$ cat config.mk
export PLATFORM = sky130hd
export DESIGN_NAME = md5_hash_engine
export DESIGN_NICKNAME = d
export VERILOG_FILES = /design/src/hdl/md5_pkg.sv /design/src/hdl/md5_hash_engine.sv /design/src/hdl/md5_front.sv /design/src/hdl/md5_core.sv
export SDC_FILE = /design/constraint.sdc
export NUM_CORES = 2
export LEC_CHECK = 0
export BUFFER_PORTS_ARGS = -buffer_cell sky130_fd_sc_hd__buf_4
export CORE_UTILIZATION = 45
export CTS_CLUSTER_SIZE = 24
export DETAILED_ROUTE_END_ITERATION = 8
export PLACE_DENSITY = 0.59
export SLEW_MARGIN = 20
export SYNTH_ARGS = -nofsm -noshare
export SYNTH_HDL_FRONTEND = slang
export SYNTH_SLANG_ARGS = --single-unit
$ cat constraint.sdc
create_clock -name clk -period 14.3 [get_ports clk]
set_input_delay 0.715 -clock clk [delete_from_list [all_inputs] [get_ports clk]]
set_output_delay 0.715 -clock clk [all_outputs]
set_load 0.03 [all_outputs]
$ cat src/hdl/md5_pkg.sv
`default_nettype none
package md5_pkg;

    localparam logic [31:0] INIT_A = 32'h67452301;
    localparam logic [31:0] INIT_B = 32'hefcdab89;
    localparam logic [31:0] INIT_C = 32'h98badcfe;
    localparam logic [31:0] INIT_D = 32'h10325476;
    localparam logic [7:0]  PAD_BYTE = 8'h80;
    localparam logic [5:0]  LEN_POS = 6'd56;

    // command passed from the front end to the compression core
    typedef enum logic [1:0] {
        CMD_BYTE  = 2'd0,
        CMD_FLUSH = 2'd1,
        CMD_FINAL = 2'd2
    } md5_cmd_t;

    typedef struct packed {
        md5_cmd_t   cmd;
        logic [7:0] data;
    } md5_op_t;

    typedef enum logic [2:0] {
        ST_IDLE,
        ST_PAD,
        ST_ZERO,
        ST_LEN,
        ST_RUN,
        ST_ADD,
        ST_OUT
    } md5_state_t;

    function automatic logic [31:0] step_k(input logic [5:0] i);
        logic [31:0] k;
        unique case (i)
            6'd0: k = 32'hd76aa478;  6'd1: k = 32'he8c7b756;
            6'd2: k = 32'h242070db;  6'd3: k = 32'hc1bdceee;
            6'd4: k = 32'hf57c0faf;  6'd5: k = 32'h4787c62a;
            6'd6: k = 32'ha8304613;  6'd7: k = 32'hfd469501;
            6'd8: k = 32'h698098d8;  6'd9: k = 32'h8b44f7af;
            6'd10: k = 32'hffff5bb1; 6'd11: k = 32'h895cd7be;
            6'd12: k = 32'h6b901122; 6'd13: k = 32'hfd987193;
            6'd14: k = 32'ha679438e; 6'd15: k = 32'h49b40821;
            6'd16: k = 32'hf61e2562; 6'd17: k = 32'hc040b340;
            6'd18: k = 32'h265e5a51; 6'd19: k = 32'he9b6c7aa;
            6'd20: k = 32'hd62f105d; 6'd21: k = 32'h02441453;
            6'd22: k = 32'hd8a1e681; 6'd23: k = 32'he7d3fbc8;
            6'd24: k = 32'h21e1cde6; 6'd25: k = 32'hc33707d6;
            6'd26: k = 32'hf4d50d87; 6'd27: k = 32'h455a14ed;
            6'd28: k = 32'ha9e3e905; 6'd29: k = 32'hfcefa3f8;
            6'd30: k = 32'h676f02d9; 6'd31: k = 32'h8d2a4c8a;
            6'd32: k = 32'hfffa3942; 6'd33: k = 32'h8771f681;
            6'd34: k = 32'h6d9d6122; 6'd35: k = 32'hfde5380c;
            6'd36: k = 32'ha4beea44; 6'd37: k = 32'h4bdecfa9;
            6'd38: k = 32'hf6bb4b60; 6'd39: k = 32'hbebfbc70;
            6'd40: k = 32'h289b7ec6; 6'd41: k = 32'heaa127fa;
            6'd42: k = 32'hd4ef3085; 6'd43: k = 32'h04881d05;
            6'd44: k = 32'hd9d4d039; 6'd45: k = 32'he6db99e5;
            6'd46: k = 32'h1fa27cf8; 6'd47: k = 32'hc4ac5665;
            6'd48: k = 32'hf4292244; 6'd49: k = 32'h432aff97;
            6'd50: k = 32'hab9423a7; 6'd51: k = 32'hfc93a039;
            6'd52: k = 32'h655b59c3; 6'd53: k = 32'h8f0ccc92;
            6'd54: k = 32'hffeff47d; 6'd55: k = 32'h85845dd1;
            6'd56: k = 32'h6fa87e4f; 6'd57: k = 32'hfe2ce6e0;
            6'd58: k = 32'ha3014314; 6'd59: k = 32'h4e0811a1;
            6'd60: k = 32'hf7537e82; 6'd61: k = 32'hbd3af235;
            6'd62: k = 32'h2ad7d2bb; 6'd63: k = 32'heb86d391;
            default: k = 32'h0;
        endcase
        return k;
    endfunction

    function automatic logic [4:0] step_rot(input logic [5:0] i);
        logic [4:0] r;
        unique case ({i[5:4], i[1:0]})
            4'h0: r = 5'd7;  4'h1: r = 5'd12; 4'h2: r = 5'd17; 4'h3: r = 5'd22;
            4'h4: r = 5'd5;  4'h5: r = 5'd9;  4'h6: r = 5'd14; 4'h7: r = 5'd20;
            4'h8: r = 5'd4;  4'h9: r = 5'd11; 4'ha: r = 5'd16; 4'hb: r = 5'd23;
            4'hc: r = 5'd6;  4'hd: r = 5'd10; 4'he: r = 5'd15; 4'hf: r = 5'd21;
            default: r = 5'd0;
        endcase
        return r;
    endfunction

    function automatic logic [3:0] step_g(input logic [5:0] i);
        logic [3:0] g;
        unique case (i[5:4])
            2'd0: g = i[3:0];
            2'd1: g = 4'(5 * i[3:0] + 1);
            2'd2: g = 4'(3 * i[3:0] + 5);
            2'd3: g = 4'(7 * i[3:0]);
            default: g = 4'd0;
        endcase
        return g;
    endfunction

endpackage
`default_nettype wire

$ cat src/hdl/md5_hash_engine.sv
`default_nettype none
// MD5 engine: message bytes go in one per item through a small input queue;
// an item with last set pads the message and yields one item of four digest
// words (A..D, little-endian bytes). A byte that does not complete a 64-byte
// block is only written into the block buffer; a byte that completes one
// starts the 64 single-step compression rounds with load and feed-forward,
// and a final item adds padding at one byte per cycle (up to 64) and one or
// two compressions, then moves the digest to the output register.
// The queue of QUEUE_DEPTH items lets input arrive while the core
// compresses. A finished digest waits in its output register until popped,
// so the core can work on the next message meanwhile; a second finished
// digest waits in the core until the first one is popped.
module md5_hash_engine
    import md5_pkg::*;
#(
    parameter int QUEUE_DEPTH = 4
) (
    input  wire logic        clk,
    input  wire logic        rst_n,
    input  wire logic        push,
    output logic             full,
    input  wire logic [7:0]  data_byte,
    input  wire logic        byte_present,
    input  wire logic        last,
    output logic             empty,
    input  wire logic        pop,
    output logic [31:0]      digest_word0,
    output logic [31:0]      digest_word1,
    output logic [31:0]      digest_word2,
    output logic [31:0]      digest_word3
);
    logic    op_valid, op_take;
    md5_op_t op;

    md5_front #(.DEPTH(QUEUE_DEPTH)) u_front (
        .clk, .rst_n, .push, .full, .data_byte, .byte_present, .last,
        .op_valid, .op, .op_take
    );

    md5_core u_core (
        .clk, .rst_n, .op_valid, .op, .op_take, .empty, .pop,
        .digest_word0, .digest_word1, .digest_word2, .digest_word3
    );
endmodule
`default_nettype wire

$ cat src/hdl/md5_front.sv
`default_nettype none
module md5_front
    import md5_pkg::*;
#(
    parameter int DEPTH = 4
) (
    input  wire logic       clk,
    input  wire logic       rst_n,
    input  wire logic       push,
    output logic            full,
    input  wire logic [7:0] data_byte,
    input  wire logic       byte_present,
    input  wire logic       last,
    output logic            op_valid,
    output md5_op_t         op,
    input  wire logic       op_take
);
    localparam int AW = (DEPTH > 1) ? $clog2(DEPTH) : 1;

    // each slot holds a byte, whether it is present and whether it ends the message
    logic [7:0]  data_mem [DEPTH];
    logic        byte_mem [DEPTH];
    logic        last_mem [DEPTH];
    logic [AW-1:0] wr_reg, rd_reg;
    logic [AW:0]   cnt_reg;
    logic          part_reg;   // byte of head item already taken, final pending
    logic          accept, pop_head;

    assign full   = (cnt_reg == (AW+1)'(DEPTH));
    assign accept = push && !full && (byte_present || last);

    // classify head slot: byte first, then end of message
    always_comb
    begin
        op.data  = data_mem[rd_reg];
        op_valid = (cnt_reg != '0);
        if (byte_mem[rd_reg] && !part_reg)
            op.cmd = CMD_BYTE;
        else
            op.cmd = CMD_FINAL;
        pop_head = op_valid && op_take &&
                   (op.cmd == CMD_FINAL || !last_mem[rd_reg]);
    end

    always_ff @(posedge clk)
    begin
        if (accept)
        begin
            data_mem[wr_reg] <= data_byte;
            byte_mem[wr_reg] <= byte_present;
            last_mem[wr_reg] <= last;
        end
    end

    // advance pointers and count
    always_ff @(posedge clk or negedge rst_n)
    begin
        if (!rst_n)
        begin
            wr_reg   <= '0;
            rd_reg   <= '0;
            cnt_reg  <= '0;
            part_reg <= 1'b0;
        end
        else
        begin
            if (accept)
                wr_reg <= (wr_reg == AW'(DEPTH - 1)) ? '0 : wr_reg + 1'b1;
            if (pop_head)
                rd_reg <= (rd_reg == AW'(DEPTH - 1)) ? '0 : rd_reg + 1'b1;
            cnt_reg <= cnt_reg + (AW+1)'(accept) - (AW+1)'(pop_head);
            if (pop_head)
                part_reg <= 1'b0;
            else if (op_valid && op_take)
                part_reg <= 1'b1;
        end
    end
endmodule
`default_nettype wire

$ cat src/hdl/md5_core.sv
`default_nettype none
module md5_core
    import md5_pkg::*;
(
    input  wire logic        clk,
    input  wire logic        rst_n,
    input  wire logic        op_valid,
    input  md5_op_t          op,
    output logic             op_take,
    output logic             empty,
    input  wire logic        pop,
    output logic [31:0]      digest_word0,
    output logic [31:0]      digest_word1,
    output logic [31:0]      digest_word2,
    output logic [31:0]      digest_word3
);
    md5_state_t state_reg, state_next;
    logic [31:0] blk_reg [16];
    logic [31:0] ch_reg [4];
    logic [31:0] dig_reg [4];
    logic        dig_valid_reg;
    logic        out_free;
    logic [31:0] a_reg, b_reg, c_reg, d_reg;
    logic [60:0] total_reg;
    logic [5:0]  pos_reg;      // fill position while padding
    logic [5:0]  step_reg;
    logic        fin_reg;      // block being compressed belongs to the padded end of the message
    logic        more_reg;     // another block follows (pad overflow)
    logic [31:0] f, sum, rot, mw;
    logic [63:0] bits;
    logic [4:0]  sh;

    assign bits = {total_reg, 3'b000};

    // output register can take a new digest
    assign out_free = !dig_valid_reg || pop;

    // one MD5 step per cycle
    always_comb
    begin
        unique case (step_reg[5:4])
            2'd0: f = (b_reg & c_reg) | (~b_reg & d_reg);
            2'd1: f = (b_reg & d_reg) | (c_reg & ~d_reg);
            2'd2: f = b_reg ^ c_reg ^ d_reg;
            2'd3: f = c_reg ^ (b_reg | ~d_reg);
            default: f = '0;
        endcase
        mw  = blk_reg[step_g(step_reg)];
        sum = a_reg + f + step_k(step_reg) + mw;
        sh  = step_rot(step_reg);
        rot = (sum << sh) | (sum >> (6'd32 - {1'b0, sh}));
    end

    // next state
    always_comb
    begin
        state_next = state_reg;
        unique case (state_reg)
            ST_IDLE:
                if (op_valid)
                begin
                    if (op.cmd == CMD_BYTE)
                        state_next = (total_reg[5:0] == 6'd63) ? ST_RUN : ST_IDLE;
                    else
                        state_next = ST_PAD;
                end
            ST_PAD:  state_next = (pos_reg == 6'd63) ? ST_RUN : ST_ZERO;
            ST_ZERO:
                if (pos_reg == 6'd63 || (!more_reg && pos_reg == LEN_POS - 6'd1))
                    state_next = more_reg ? ST_RUN : ST_LEN;
            ST_LEN:  state_next = ST_RUN;
            ST_RUN:  state_next = (step_reg == 6'd63) ? ST_ADD : ST_RUN;
            ST_ADD:
                if (fin_reg && !more_reg)
                    state_next = ST_OUT;
                else if (more_reg)
                    state_next = ST_ZERO;
                else
                    state_next = ST_IDLE;
            ST_OUT:  state_next = out_free ? ST_IDLE : ST_OUT;
            default: state_next = ST_IDLE;
        endcase
    end

    // outputs
    always_comb
    begin
        op_take = (state_reg == ST_IDLE) && op_valid;
        empty   = !dig_valid_reg;
        digest_word0 = dig_reg[0];
        digest_word1 = dig_reg[1];
        digest_word2 = dig_reg[2];
        digest_word3 = dig_reg[3];
    end

    always_ff @(posedge clk or negedge rst_n)
    begin
        if (!rst_n)
            state_reg <= ST_IDLE;
        else
            state_reg <= state_next;
    end

    // hold the finished digest until popped
    always_ff @(posedge clk or negedge rst_n)
    begin
        if (!rst_n)
        begin
            dig_valid_reg <= 1'b0;
            dig_reg[0]    <= '0;
            dig_reg[1]    <= '0;
            dig_reg[2]    <= '0;
            dig_reg[3]    <= '0;
        end
        else if (state_reg == ST_OUT && out_free)
        begin
            dig_valid_reg <= 1'b1;
            dig_reg[0]    <= ch_reg[0];
            dig_reg[1]    <= ch_reg[1];
            dig_reg[2]    <= ch_reg[2];
            dig_reg[3]    <= ch_reg[3];
        end
        else if (pop)
            dig_valid_reg <= 1'b0;
    end

    // block words, padding and compression datapath
    always_ff @(posedge clk or negedge rst_n)
    begin
        if (!rst_n)
        begin
            ch_reg[0] <= INIT_A;
            ch_reg[1] <= INIT_B;
            ch_reg[2] <= INIT_C;
            ch_reg[3] <= INIT_D;
            total_reg <= '0;
            fin_reg   <= 1'b0;
            more_reg  <= 1'b0;
            pos_reg   <= '0;
            step_reg  <= '0;
        end
        else
        begin
            unique case (state_reg)
                ST_IDLE:
                    if (op_valid)
                    begin
                        if (op.cmd == CMD_BYTE)
                        begin
                            if (total_reg[1:0] == 2'd0)
                                blk_reg[total_reg[5:2]] <= {24'd0, op.data};
                            else
                                blk_reg[total_reg[5:2]][total_reg[1:0]*8 +: 8] <= op.data;
                            total_reg <= total_reg + 61'd1;
                            fin_reg   <= 1'b0;
                        end
                        else
                        begin
                            pos_reg  <= total_reg[5:0];
                            more_reg <= (total_reg[5:0] >= LEN_POS);
                            fin_reg  <= 1'b1;
                        end
                    end
                ST_PAD:
                begin
                    if (pos_reg[1:0] == 2'd0)
                        blk_reg[pos_reg[5:2]] <= {24'd0, PAD_BYTE};
                    else
                        blk_reg[pos_reg[5:2]][pos_reg[1:0]*8 +: 8] <= PAD_BYTE;
                    pos_reg <= pos_reg + 6'd1;
                end
                ST_ZERO:
                begin
                    if (pos_reg[1:0] == 2'd0)
                        blk_reg[pos_reg[5:2]] <= '0;
                    else
                        blk_reg[pos_reg[5:2]][pos_reg[1:0]*8 +: 8] <= 8'd0;
                    pos_reg <= pos_reg + 6'd1;
                end
                ST_LEN:
                begin
                    blk_reg[14] <= bits[31:0];
                    blk_reg[15] <= bits[63:32];
                end
                ST_RUN:
                begin
                    a_reg <= d_reg;
                    d_reg <= c_reg;
                    c_reg <= b_reg;
                    b_reg <= b_reg + rot;
                    step_reg <= step_reg + 6'd1;
                end
                ST_ADD:
                begin
                    ch_reg[0] <= ch_reg[0] + a_reg;
                    ch_reg[1] <= ch_reg[1] + b_reg;
                    ch_reg[2] <= ch_reg[2] + c_reg;
                    ch_reg[3] <= ch_reg[3] + d_reg;
                    more_reg  <= 1'b0;
                    pos_reg   <= '0;
                end
                ST_OUT:
                    if (out_free)
                    begin
                        ch_reg[0] <= INIT_A;
                        ch_reg[1] <= INIT_B;
                        ch_reg[2] <= INIT_C;
                        ch_reg[3] <= INIT_D;
                        total_reg <= '0;
                        fin_reg   <= 1'b0;
                    end
                default: ;
            endcase
            // load working words on entry to compression
            if (state_next == ST_RUN && state_reg != ST_RUN)
            begin
                a_reg    <= ch_reg[0];
                b_reg    <= ch_reg[1];
                c_reg    <= ch_reg[2];
                d_reg    <= ch_reg[3];
                step_reg <= '0;
            end
        end
    end
endmodule
`default_nettype wire
Word level (Yosys, flattened, before mapping):

Memories as Yosys holds them, arrays and structs flattened.
Cells that the tools add are included.

* muxes and demuxes: 204
* magnitude comparators: 1
* eq/ne operators: 23
* bitwise operators: 141
* reductions and logical operators: 48
* shift operators: 7
* add/subtract/negate cells: 20
* multiply operators: 3

Operator list (count)
* $mux 32: 15
* $add 32x32->32: 8
* $pmux 128 s2: 1
* $mux 61: 3
* $mux 1: 159
* $and 32x32->32: 4
* $mux 128: 1
* $or 1x1->1: 128
* $or 32x32->32: 4
* $pmux 32 s4: 1
* $pmux 61 s2: 1
* $xor 32x32->32: 3
* $neg 5->34: 2
* $shift 8x34->32 const A: 2
* $shiftx 8x34->32 const A: 2
* $not 32->32: 2
* $reduce_or 32->1: 2
* $add 61x1->61 const B: 1
* $shiftx 8x34->32: 1
* $shl 32x5->32: 1
* $shr 32x6->32: 1
* $eq 6x6->1 const B: 4
* $mux 3: 8
* $mux 6: 4
* other kinds (35): 89

* bits in writable memories: 552
* output and inout bits: 130
* memories: 6
* bits in registers: 471
* bits in read-only memories: 2128
* input bits: 14
* word-level logic and storage cells: 476

Memory list
* (no name shown): depth 64, bits a word 32, rd ports 1, clocked after Yosys merged registers in 0, wr ports 0, line md5_pkg.sv:35 `unique case (i)`
* u_core.blk_reg: depth 16, bits a word 32, rd ports 1, clocked after Yosys merged registers in 0, wr ports 2, line md5_core.sv:18 `logic [31:0] blk_reg [16];`
* (no name shown): depth 16, bits a word 5, rd ports 1, clocked after Yosys merged registers in 0, wr ports 0, line md5_pkg.sv:75 `unique case ({i[5:4], i[1:0]})`
* u_front.data_mem: depth 4, bits a word 8, rd ports 1, clocked after Yosys merged registers in 0, wr ports 1, line md5_front.sv:21 `logic [7:0] data_mem [DEPTH];`
* u_front.byte_mem: depth 4, bits a word 1, rd ports 1, clocked after Yosys merged registers in 0, wr ports 1, line md5_front.sv:22 `logic byte_mem [DEPTH];`
* u_front.last_mem: depth 4, bits a word 1, rd ports 1, clocked after Yosys merged registers in 0, wr ports 1, line md5_front.sv:23 `logic last_mem [DEPTH];`

Logic depth before layout (Yosys ltp):

* depth after elaboration: 12
* gate-level depth with buffers: 47
* depth with buffers taken out: 42

By module:

Synthesis repeated with hierarchy kept, for this count alone.

* cells, all modules: 5905
* area total of the unflattened synthesis: 60907.2 sq um

Modules (own cells, without submodules)
* md5_core: sequential area each 27651.5 sq um, area each 58965.3 sq um, cells each 5803, instances 1
* md5_front: sequential area each 1401.3 sq um, area each 1941.9 sq um, cells each 102, instances 1

Worst setup path before layout:

No wires, ideal clock.

* kind: register -> register
* start: register u_core.step_reg[2]
* end: register u_core.b_reg[30] (data pin)
* arrival: 10.630 ns
* slack: 3.400 ns
* clock period less this slack: 10.900 ns
* setup time: 0.270 ns
* buffers on the path: 6
* cell stages (with the launch flop): 45
* required time: 14.030 ns
* path through: dfrtp_1 > buf_2 > inv_1 > clkbuf_1 > fa_1 > inv_1 > ha_1 > mux4_2 > buf_4 > buf_2 > buf_1 > clkbuf_1 > a211oi_1 > a21oi_1 > fa_1 > inv_1 > fa_1 > inv_1 > [... 9 more ...] > mux2_1 > mux4_2 > nor2_1 > a31oi_1 > a221o_1 > ha_1 > a21o_1 > a21o_1 > a2111oi_0 > o31ai_1 > a31oi_1 > o211a_1 > a21oi_1 > nand4_1 > nand4b_1 > o31ai_1 > xor2_1 > a21oi_1

* cells in the longest elaborated chain, start to end: 10
* elaborated cells between the ends (all ways): 21
* those cells by class: add/sub (5); mul (3); eq/ne (2); shift (2); mux (5); bitwise (1); reduce/logical (1); memory (2)

Ends and longest elaborated chain
* start, declared: line md5_core.sv:26 `logic [5:0] step_reg;`
* start signal, assigned: line md5_core.sv:191 `step_reg <= step_reg + 6'd1;`
* $mul 2x4->4 / $mul 3x4->4 (equally long branches): line md5_pkg.sv:90, md5_pkg.sv:89
* $add 4x3->4 / $add 4x1->4 (equally long branches): line md5_pkg.sv:90, md5_pkg.sv:89
* $pmux 4 s4: line md5_pkg.sv:87 `unique case (i[5:4])`
* $mem_v2 16x32
* $add 32x32->32: line md5_core.sv:49 `sum = a_reg + f + step_k(step_reg) + mw;`
* $shr 32x6->32 / $shl 32x5->32 (equally long branches): line md5_core.sv:51 `rot = (sum << sh) | (sum >> (6'd32 - {1'b0, sh}));`
* $or 32x32->32: line md5_core.sv:51
* $add 32x32->32: line md5_core.sv:190 `b_reg <= b_reg + rot;`
* $mux 32: line md5_core.sv:144 `unique case (state_reg)`
* $mux 32 *: line md5_core.sv:215 `if (state_next == ST_RUN && state_reg != ST_RUN)`
* end signal, assigned: line md5_core.sv:190
* end signal, assigned: line md5_core.sv:218 `b_reg <= ch_reg[1];`
* end, declared: line md5_core.sv:23 `logic [31:0] a_reg, b_reg, c_reg, d_reg;`

Mark *: on every way between the ends. The rest lies on a longest branch, timed or not. The select of a mux whose other input is x is not followed.
A chain may end at the register's enable or synchronous reset.

Worst setup path in the final report:

* start: register u_core.step_reg[1]
* end: register u_core.b_reg[30] (data pin)

The elaborated chain is that of the path after synthesis.

==> results.py <==
metrics = {
    "clocking": {
        "clock_latency_ps": 780,
        "cts-buffers-inserted": 109,
        "cts_root_buf": "clkbuf_16",
        "path_clk_slew_ps": 60,
        "cts_tree": "built",
        "cts_buffer_depth": 3,
        "cts_setup_buffers": 0,
        "htreeDepth": 3,
        "clock_sinks": 1023,
        "ctsResizeCount": 0,
    },
    "job": {
        "maxCapViolations": 0,
    },
    "placed_design": {
        "gp_congestion": 1.01,
        "dp_hpwl_um": 148000,
        "dp_slack_ps": 2360,
        "io_buffers": 143,
    },
    "setup_path": {
        "crit_start": "u_core.step_reg[1]",
        "cp_slowest_stage_delay_ps": 780,
        "worstSetupEndpointType": "flop",
        "r2r_cells": 41,
        "critPathRequiredTime_ps": 14760,
        "startpoint_type": "flop",
        "r2r-start": "u_core.step_reg[1]",
        "r2r_slack_ps": 2120,
        "crit_type": "reg -> reg",
        "critPathArrivalTime_ps": 12640,
        "crit_top_cell": "a21oi_1",
        "cpMaxStageDelayCell": "o21a_4",
        "reg2reg_to": "u_core.b_reg[30]",
        "cp_max_fo": 59,
    },
    "synthesis": {
        "synth_seq_cells": 1023,
        "synth_top_area_share_pct": 33.7,
        "yosys.cell_types.count": 90,
        "synthTopCellsByArea": "edfxtp_1, dfrtp_1, nand2_1, mux4_2, ha_1",
        "synth_top_area_cell": "edfxtp_1",
        "syn_area_mm2": 0.0603,
        "syn_nets": 6213,
        "synth_edf_count": 677,
        "yosys.cell_count.top_type": "nand2_1",
        "synth.avg_cell_area_um2": 10.2,
        "yosysWarnings": 0,
        "synth_top_flop_cell": "edfxtp_1",
        "synth_cells": 5891,
        "ys_seq_area_share_pct": 48.2,
        "synthTopCellsByCount": "nand2_1, edfxtp_1, nor2_1, a21oi_1, o21ai_0",
        "ys_async_sr_fraction_pct": 33.5,
    },
    "timing": {
        "slew_viol_final": 0,
        "setup_tns_ps": 0,
        "hold_viol_final": 0,
        "post-route-min-period_ps": 12180,
        "tightest_slew_ps": 1190,
        "finClkSkew_ps": 91.5,
        "slew_headroom_pct": 20.5,
        "fmax_mhz": 82.1,
        "rsz0062_at_grt": "no",
        "setup_violations": 0,
        "post-route-period-util_pct": 85.2,
        "setup_slack_ps": 2120,
    },
    "cells_and_area": {
        "largest_reg_flops": 512,
        "final_nets": 6227,
        "regArea_mm2": 0.0291,
        "multi_input_area_mm2": 0.0291,
        "drive_gt1_share_pct": 11.3,
        "area_growth_pct": 10.5,
        "n_fill_cell": 11992,
    },
    "worst_hold_path": {
        "holdPathStages": 1,
        "min_path_type": "in -> reg",
        "hp-start": "data_byte[2]",
        "min_to": "u_front.data_mem[2][2]",
    },
    "detailed_routing": {
        "drtPass1Iterations": 6,
        "drt_iter0_markers": 5963,
        "wirelength_um": 201000,
        "viasPerCell": 6.04,
        "vias": 46840,
        "drc": 0,
        "routedWlPerCell_um": 25.9,
        "drtAntennaViolNets": 0,
    },
    "floorplan": {
        "design.die.area_mm2": 0.136,
        "die_w_um": 368,
        "fp.coreArea_mm2": 0.132,
        "row_count": 133,
        "start_util_pct": 45.6,
        "ios": 144,
        "die_height_um": 368,
    },
    "grt": {
        "grt_max_degree": 152,
        "grt_pass1_vias": 44463,
        "grt_pass1_wl_um": 297000,
        "grt-ovfl-total": 0,
        "grt_antenna_before_repair": 3,
        "grt_use_total_pct": 29.3,
    },
    "run_status": {
        "status": "complete, no violations",
    },
}
[routing by layer]
layer / GRT usage (%) / share of wire (%) / vias to the layer above
met1: 43.3 / 45 / 23248
met2: 43.6 / 44 / 1967
li1: - / - / 21304
met4: 9.98 / 3.4 / 2
met3: 4.84 / 8.3 / 319
met5: 0 / 0.0099 / -
[worst max path at each step]
| stage | endpoint | slack [ps] | cells after the start |
|---|---|---|---|
| after floorplan | u_core.b_reg[30] | 3400 | 44 |
| after global placement | u_core.b_reg[31] | 2640 | 40 |
| after detailed placement | u_core.b_reg[31] | 2360 | 40 |
| after CTS | u_core.b_reg[30] | 2270 | 39 |
| after global routing | u_core.b_reg[30] | 1410 | 42 |
| final | u_core.b_reg[30] | 2120 | 41 |
[worst max-delay path: cells and delay by family, from the launching register on]
kind            cells  cell delay (ps)
buf+inv             5             1180
xor+xnor            1              180
simple gates        6              860
compound gates     21             5680
flops               1              320
fa+ha+maj           6             2760
mux                 2              750
[cells by family after synthesis]
| kind of cell | after synthesis | share of synthesized area [%] |
|---|---|---|
| AO/OA/AOI/OAI | 1384 | 14.5 |
| buffers and inverters | 594 | 3.76 |
| XOR/XNOR | 267 | 3.93 |
| multiplexers | 275 | 7.72 |
| adder cells (fa/ha/maj) | 337 | 7.77 |
| AND/OR/NAND/NOR | 2011 | 14.2 |
| flip-flops | 1023 | 48.2 |
[through the flow]
| step | hold slack, ps | instance area [um^2] | std cells | utilization, % |
|---|---|---|---|---|
| 4_1_cts | 87.2 | 66700 | 7751 | 50.4 |
| 2_1_floorplan | 419 | 60300 | 5891 | - |
| 3_3_place_gp | 460 | 63100 | 7546 | 47.7 |
| 5_1_grt | 119 | 66700 | 7753 | 50.4 |
| 3_5_place_dp | 463 | 63100 | 7546 | 47.7 |
| 6_report | 139 | 66700 | 7754 | 50.4 |
[cell usage in the layout (no fill, tap or decap), types with 58 or more instances in the layout]
cell | Yosys | routed
dfstp_2 | 64 | 64
mux4_2 | 149 | 148
mux2i_1 | 95 | 95
a21oi_1 | 374 | 374
dfrtp_1 | 279 | 275
xnor2_1 | 121 | 118
clkbuf_16 | 0 | 110
fa_1 | 72 | 72
nand2_1 | 1108 | 1105
o21ai_0 | 345 | 337
a21o_1 | 88 | 88
nor3_1 | 78 | 75
edfxtp_1 | 677 | 677
xor2_1 | 143 | 143
nor2_1 | 408 | 402
a31oi_1 | 103 | 103
ha_1 | 236 | 236
nand3_1 | 161 | 161
a211oi_1 | 58 | 58
buf_4 | 2 | 208
inv_1 | 277 | 277
[area by class of cell]
| cell class | instances | share of cell area [%] |
|---|---|---|
| Multi-Input combinational cell | 4274 | 43.7 |
| Sequential cell | 1023 | 43.6 |
| Clock buffer | 146 | 4.42 |
| Tap cell | 1755 | 3.29 |
| Timing Repair Buffer | 213 | 2.45 |
| Inverter | 284 | 1.60 |
| Clock inverter | 58 | 0.953 |
| Antenna cell | 1 | 0.00375 |
[repair_timing]
action,CTS,global route
endpoints found under the hold margin,26,0
setup endpoints to repair,0,0
hold buffers,1,0
Power is not shown: default switching activity piles up to over one toggle a cycle in this logic, so the estimate is an artifact.
